==> src/rtl/core/running_median_highpass_unit_assert.svh <==
// Assertion macros shared by the running median high-pass RTL.
// Included by modules that check their own sequencing.
`ifndef RUNNING_MEDIAN_HIGHPASS_UNIT_ASSERT_SVH
`define RUNNING_MEDIAN_HIGHPASS_UNIT_ASSERT_SVH

// Implication checked on every rising clock edge outside reset.
`define RMH_ASSERT_IMPLY(label, clk, rst_n, cond, prop, msg) \
    label: assert property (@(posedge clk) disable iff (!rst_n) (cond) |-> (prop)) \
        else $error(msg);

// Next-cycle implication checked outside reset.
`define RMH_ASSERT_NEXT(label, clk, rst_n, cond, prop, msg) \
    label: assert property (@(posedge clk) disable iff (!rst_n) (cond) |=> (prop)) \
        else $error(msg);

`endif

==> src/rtl/core/rmh_ram.sv <==
// Generic single-port-write, single-port-read RAM with registered read.
// No dependencies.
`timescale 1ns / 1ps
`default_nettype none
module rmh_ram #(
    parameter int Width = 16,
    parameter int Depth = 64
) (
    input  wire logic                     clk,
    input  wire logic                     we,
    input  wire logic [$clog2(Depth)-1:0] waddr,
    input  wire logic [Width-1:0]         wdata,
    input  wire logic [$clog2(Depth)-1:0] raddr,
    output logic      [Width-1:0]         rdata
);
    logic [Width-1:0] mem [Depth];

    // Write port and registered read port.
    always_ff @(posedge clk)
    begin
        if (we)
        begin
            mem[waddr] <= wdata;
        end
        rdata <= mem[raddr];
    end
endmodule
`default_nettype wire
==> config.mk <==
export PLATFORM = sky130hd
export DESIGN_NAME = rmh_ram
export DESIGN_NICKNAME = d
export VERILOG_FILES = /design/src/rtl/core/running_median_highpass_unit_assert.svh /design/src/rtl/core/rmh_ram.sv
export SDC_FILE = /design/constraint.sdc
export NUM_CORES = 1
export LEC_CHECK = 0
export ABC_CLOCK_PERIOD_IN_PS = 3700
export BUFFER_PORTS_ARGS = -buffer_cell sky130_fd_sc_hd__buf_4
export CORE_ASPECT_RATIO = 1.2
export CORE_UTILIZATION = 24
export CTS_CLUSTER_DIAMETER = 60
export CTS_CLUSTER_SIZE = 25
export DETAILED_ROUTE_END_ITERATION = 8
export PLACE_DENSITY = 0.36
export SETUP_SLACK_MARGIN = 0.15
export SLEW_MARGIN = 5
export SYNTH_ARGS = -nofsm -noshare
export SYNTH_HDL_FRONTEND = slang
export SYNTH_SLANG_ARGS = --single-unit
==> constraint.sdc <==
create_clock -name clk -period 3.7 [get_ports clk]
set_clock_uncertainty 0.1 [all_clocks]
set_input_delay 0.555 -clock clk [delete_from_list [all_inputs] [get_ports clk]]
set_output_delay 0.555 -clock clk [all_outputs]
set_load 0.005 [all_outputs]
==> results.toml <==
[status]
status = "finished, final reports clean"

[power_and_ir_drop]
seqPwrFrac_pct = 52.0
clock_power_share_pct = 42.5
p_sw_share_pct = 24.6
cellLeakagePower_uw = 0.0147
p_int_uw = 19000
power_frac_comb_pct = 5.5
vdd_drop_max_v = 0.000315
power.density_nw_per_um2 = 533
power.switching_uw = 6200

[cts]
cts_hold_buffers = 0
ctsResizeCount = 0
insertion_delay_ns = 0.74
clkTransAtPathRegs_ns = 0.07
cts_max_level = 3
cts_setup_buffers = 0
clk_path_buf_depth = 3
cts_tree = "built"
cts_made_buffers = 99
clock_sinks = 1040
cts_root_buffer = "clkbuf_16"

[worst_setup_path]
crit_required_ns = 4.17
startpoint_type = "primary input"
crit_type = "in2reg"
cpMostUsedCell = "a221oi_1"
endpoint_kind = "flop"
arrival_ns = 3.08
worst_path_max_delay_cell = "a221oi_1"
crit_chain = "buf_8 > buf_12 > nor2b_1 > a221oi_1 > a221oi_1 > a311oi_1"
max_stage_delay_ns = 0.80
cp_max_fo = 26

[synth]
syn-cell-area_um2 = 40000
yosysSeqAreaShare_pct = 77.6
synth_cells = 1829
ys_ff_latch = 1040
synth.distinct_cells = 43
ys.warnings.count = 0
synth_area_per_cell_um2 = 21.9
syn_nets = 1859

[global_routing]
grtUsageTotal_pct = 14.2
grt_max_degree = 65
use_met3_pct = 2.51
grt_pass1_vias = 20141
grt_pass1_wl_um = 166000
groute.layer.met2.usage_pct = 24.2
grt.overflow.total = 0
met1_usage_pct = 18.2
antenna_found_initial = 13
busiest_layer = "met2"

[floorplan]
die_width_um = 375
start_util_pct = 24.3
core_um2 = 165000
dieHeight_um = 449
die_area_um2 = 168000
rows = 163
io_pins = 46

[layout]
n_fill_cell = 16083
layout.cells.non_filler = 4277
area_growth_pct = 18.1
multiInputGateArea_um2 = 8270
nets = 2070
drive_gt1_share_pct = 31.1
seqCellArea_um2 = 31100

[timing]
slew_headroom_pct = 31.3
fin_crit_ns = 2.62
tightest_slew_ns = 1.03
max_freq_mhz = 382
fin_crit_sh_pct = 70.7
rsz0062_at_grt = "false"
setup_viol = 0
finalHoldViolCount = 0
slew_violations = 0
tns_ns = 0

[routing]
dr.pass1.iters = 4
drtAntennaViolNets = 0
vias = 19071
wirelength_um = 119000
vias_per_cell = 4.46
drcViolationCount = 0
drt-initial-drc-count = 1370
routedWlPerCell_um = 27.9

[placed_design]
port_buffers = 45
gp_congestion = 0.753
dp.cells = 4084
hpwlAfterDp_um = 73200

[run]
drv_cap = 0

[hold_path]
min_path_type = "in2reg"
## placed cells by master (no fill, tap or decap), types with 9 or more instances in the layout
cell | synthesis | layout
clkbuf_16 | 0 | 99
buf_4 | 13 | 196
mux4_2 | 220 | 220
nand3_1 | 24 | 24
a22oi_1 | 39 | 39
a21oi_1 | 17 | 17
nand2_1 | 59 | 59
inv_6 | 0 | 30
clkinv_8 | 0 | 9
inv_8 | 0 | 14
dfxtp_1 | 16 | 16
mux2_2 | 27 | 27
a221oi_1 | 16 | 16
nor2_2 | 2 | 12
buf_12 | 5 | 15
nand4_1 | 12 | 12
nor2_1 | 72 | 62
clkinvlp_4 | 0 | 13
nor2b_1 | 30 | 30
mux2i_1 | 85 | 85
edfxtp_1 | 1024 | 1024
## layer usage
layer | wire length (um) | vias up | share of wire, %
met3 | 5350 | 125 | 4.5
met1 | 51200 | 10415 | 43
met2 | 60200 | 392 | 50
met4 | 2760 | 6 | 2.3
met5 | 38 | - | 0.032
li1 | - | 8133 | -
## per-stage QoR
step / util (%) / worst slack (ns) / hold WS (ns) / total power (uW) / instance area, um^2
global placement: 26.6 / 0.116 / 0.793 / 14800 / 43800
global route: 28.7 / 0.921 / 0.295 / 26000 / 47300
floorplan: - / 1.01 / 0.554 / 14000 / 40000
CTS: 28.7 / 0.945 / 0.223 / 25600 / 47300
detailed placement: 26.6 / 0.136 / 0.789 / 14800 / 43800
finish: 28.7 / 1.08 / 0.301 / 25200 / 47300
## kinds of logic (layout without fill, tap and decap cells)
logic type | count (synthesis) | count (layout) | synth area share [%]
AOI/OAI and AO/OA | 129 | 129 | 2.41
and+or+nand+nor | 220 | 220 | 2.65
DFF | 1040 | 1040 | 77.6
buffers and inverters | 104 | 402 | 1.83
other | 0 | 5 | 0
muxes | 336 | 336 | 15.5
## path summary, 6_finish.rpt
kind | start | to | slack (ns) | cells past startpoint
max | raddr[0] | rdata[11] | 1.08 | 6
min | raddr[5] | rdata[11] | 0.30 | 3
max reg2reg | mem[23][4] | rdata[4] | 1.46 | 6
min reg2reg | mem[38][10] | rdata[10] | 0.81 | 4
## flip-flops by register name (all words and copies together), names as in the netlist
register	flops
mem	1024
rdata	16
## worst max-delay path, delay by kind of cell
family	cells	cell delay [ns]
buf+inv	2	0.54
compound gates	3	1.28
simple gates	1	0.67
## power groups by stage
| stage | Sequential, uW | Combinational (uW) | Clock [uW] |
|---|---|---|---|
| after global placement | 13400 | 1430 | 0 |
| after global routing | 13100 | 1480 | 11400 |
| after floorplan | 13300 | 675 | 0 |
| after CTS | 13100 | 1440 | 11100 |
| final | 13100 | 1380 | 10700 |
| after detailed placement | 13400 | 1440 | 0 |
## synth_stat cells
| cell | instances | share of area (%) |
|---|---|---|
| nor2_1 | 72 | 0.67 |
| clkbuf_4 | 1 | 0.019 |
| nand2_1 | 59 | 0.55 |
| a221oi_1 | 16 | 0.35 |
| buf_4 | 13 | 0.24 |
| nand2b_1 | 3 | 0.047 |
| nor2b_1 | 30 | 0.47 |
| nand2_4 | 1 | 0.028 |
| nand3_1 | 24 | 0.30 |
| and2_1 | 2 | 0.031 |
| buf_1 | 3 | 0.028 |
| mux4_2 | 220 | 12 |
| edfxtp_1 | 1024 | 77 |
| nor2_2 | 2 | 0.031 |
| o21ai_0 | 5 | 0.062 |
| buf_2 | 36 | 0.45 |
| buf_6 | 17 | 0.48 |
| a31oi_1 | 8 | 0.12 |
| and4_1 | 5 | 0.11 |
| nor4_2 | 3 | 0.094 |
| a41oi_1 | 5 | 0.11 |
| o21ai_1 | 3 | 0.037 |
| or3_1 | 1 | 0.016 |
| mux2_2 | 27 | 0.76 |
| dfxtp_1 | 16 | 0.80 |
| a21oi_1 | 17 | 0.21 |
| nand3b_1 | 2 | 0.037 |
| mux2i_1 | 85 | 2.1 |
| buf_12 | 5 | 0.25 |
| a211o_1 | 8 | 0.17 |
| nand4_1 | 12 | 0.19 |
| buf_8 | 3 | 0.11 |
| nand4b_1 | 1 | 0.022 |
| a221o_1 | 6 | 0.15 |
| or3b_2 | 1 | 0.022 |
| clkbuf_2 | 2 | 0.025 |
| clkbuf_1 | 24 | 0.22 |
| nor3_1 | 2 | 0.025 |
| a22o_1 | 6 | 0.13 |
| a22oi_1 | 39 | 0.73 |
| a211oi_1 | 8 | 0.15 |
| mux4_1 | 4 | 0.26 |
| a311oi_1 | 8 | 0.17 |
## cell type report
| cell class | count | share of cell area (%) |
|---|---|---|
| sequential | 1040 | 65.7 |
| multi-input combinational | 685 | 17.5 |
| tap | 2145 | 5.68 |
| clock buffer | 102 | 5.26 |
| timing repair buffer | 214 | 3.83 |
| clock inverter | 86 | 2.01 |
| antenna | 5 | 0.0265 |
(Power assumes the default switching activity.)
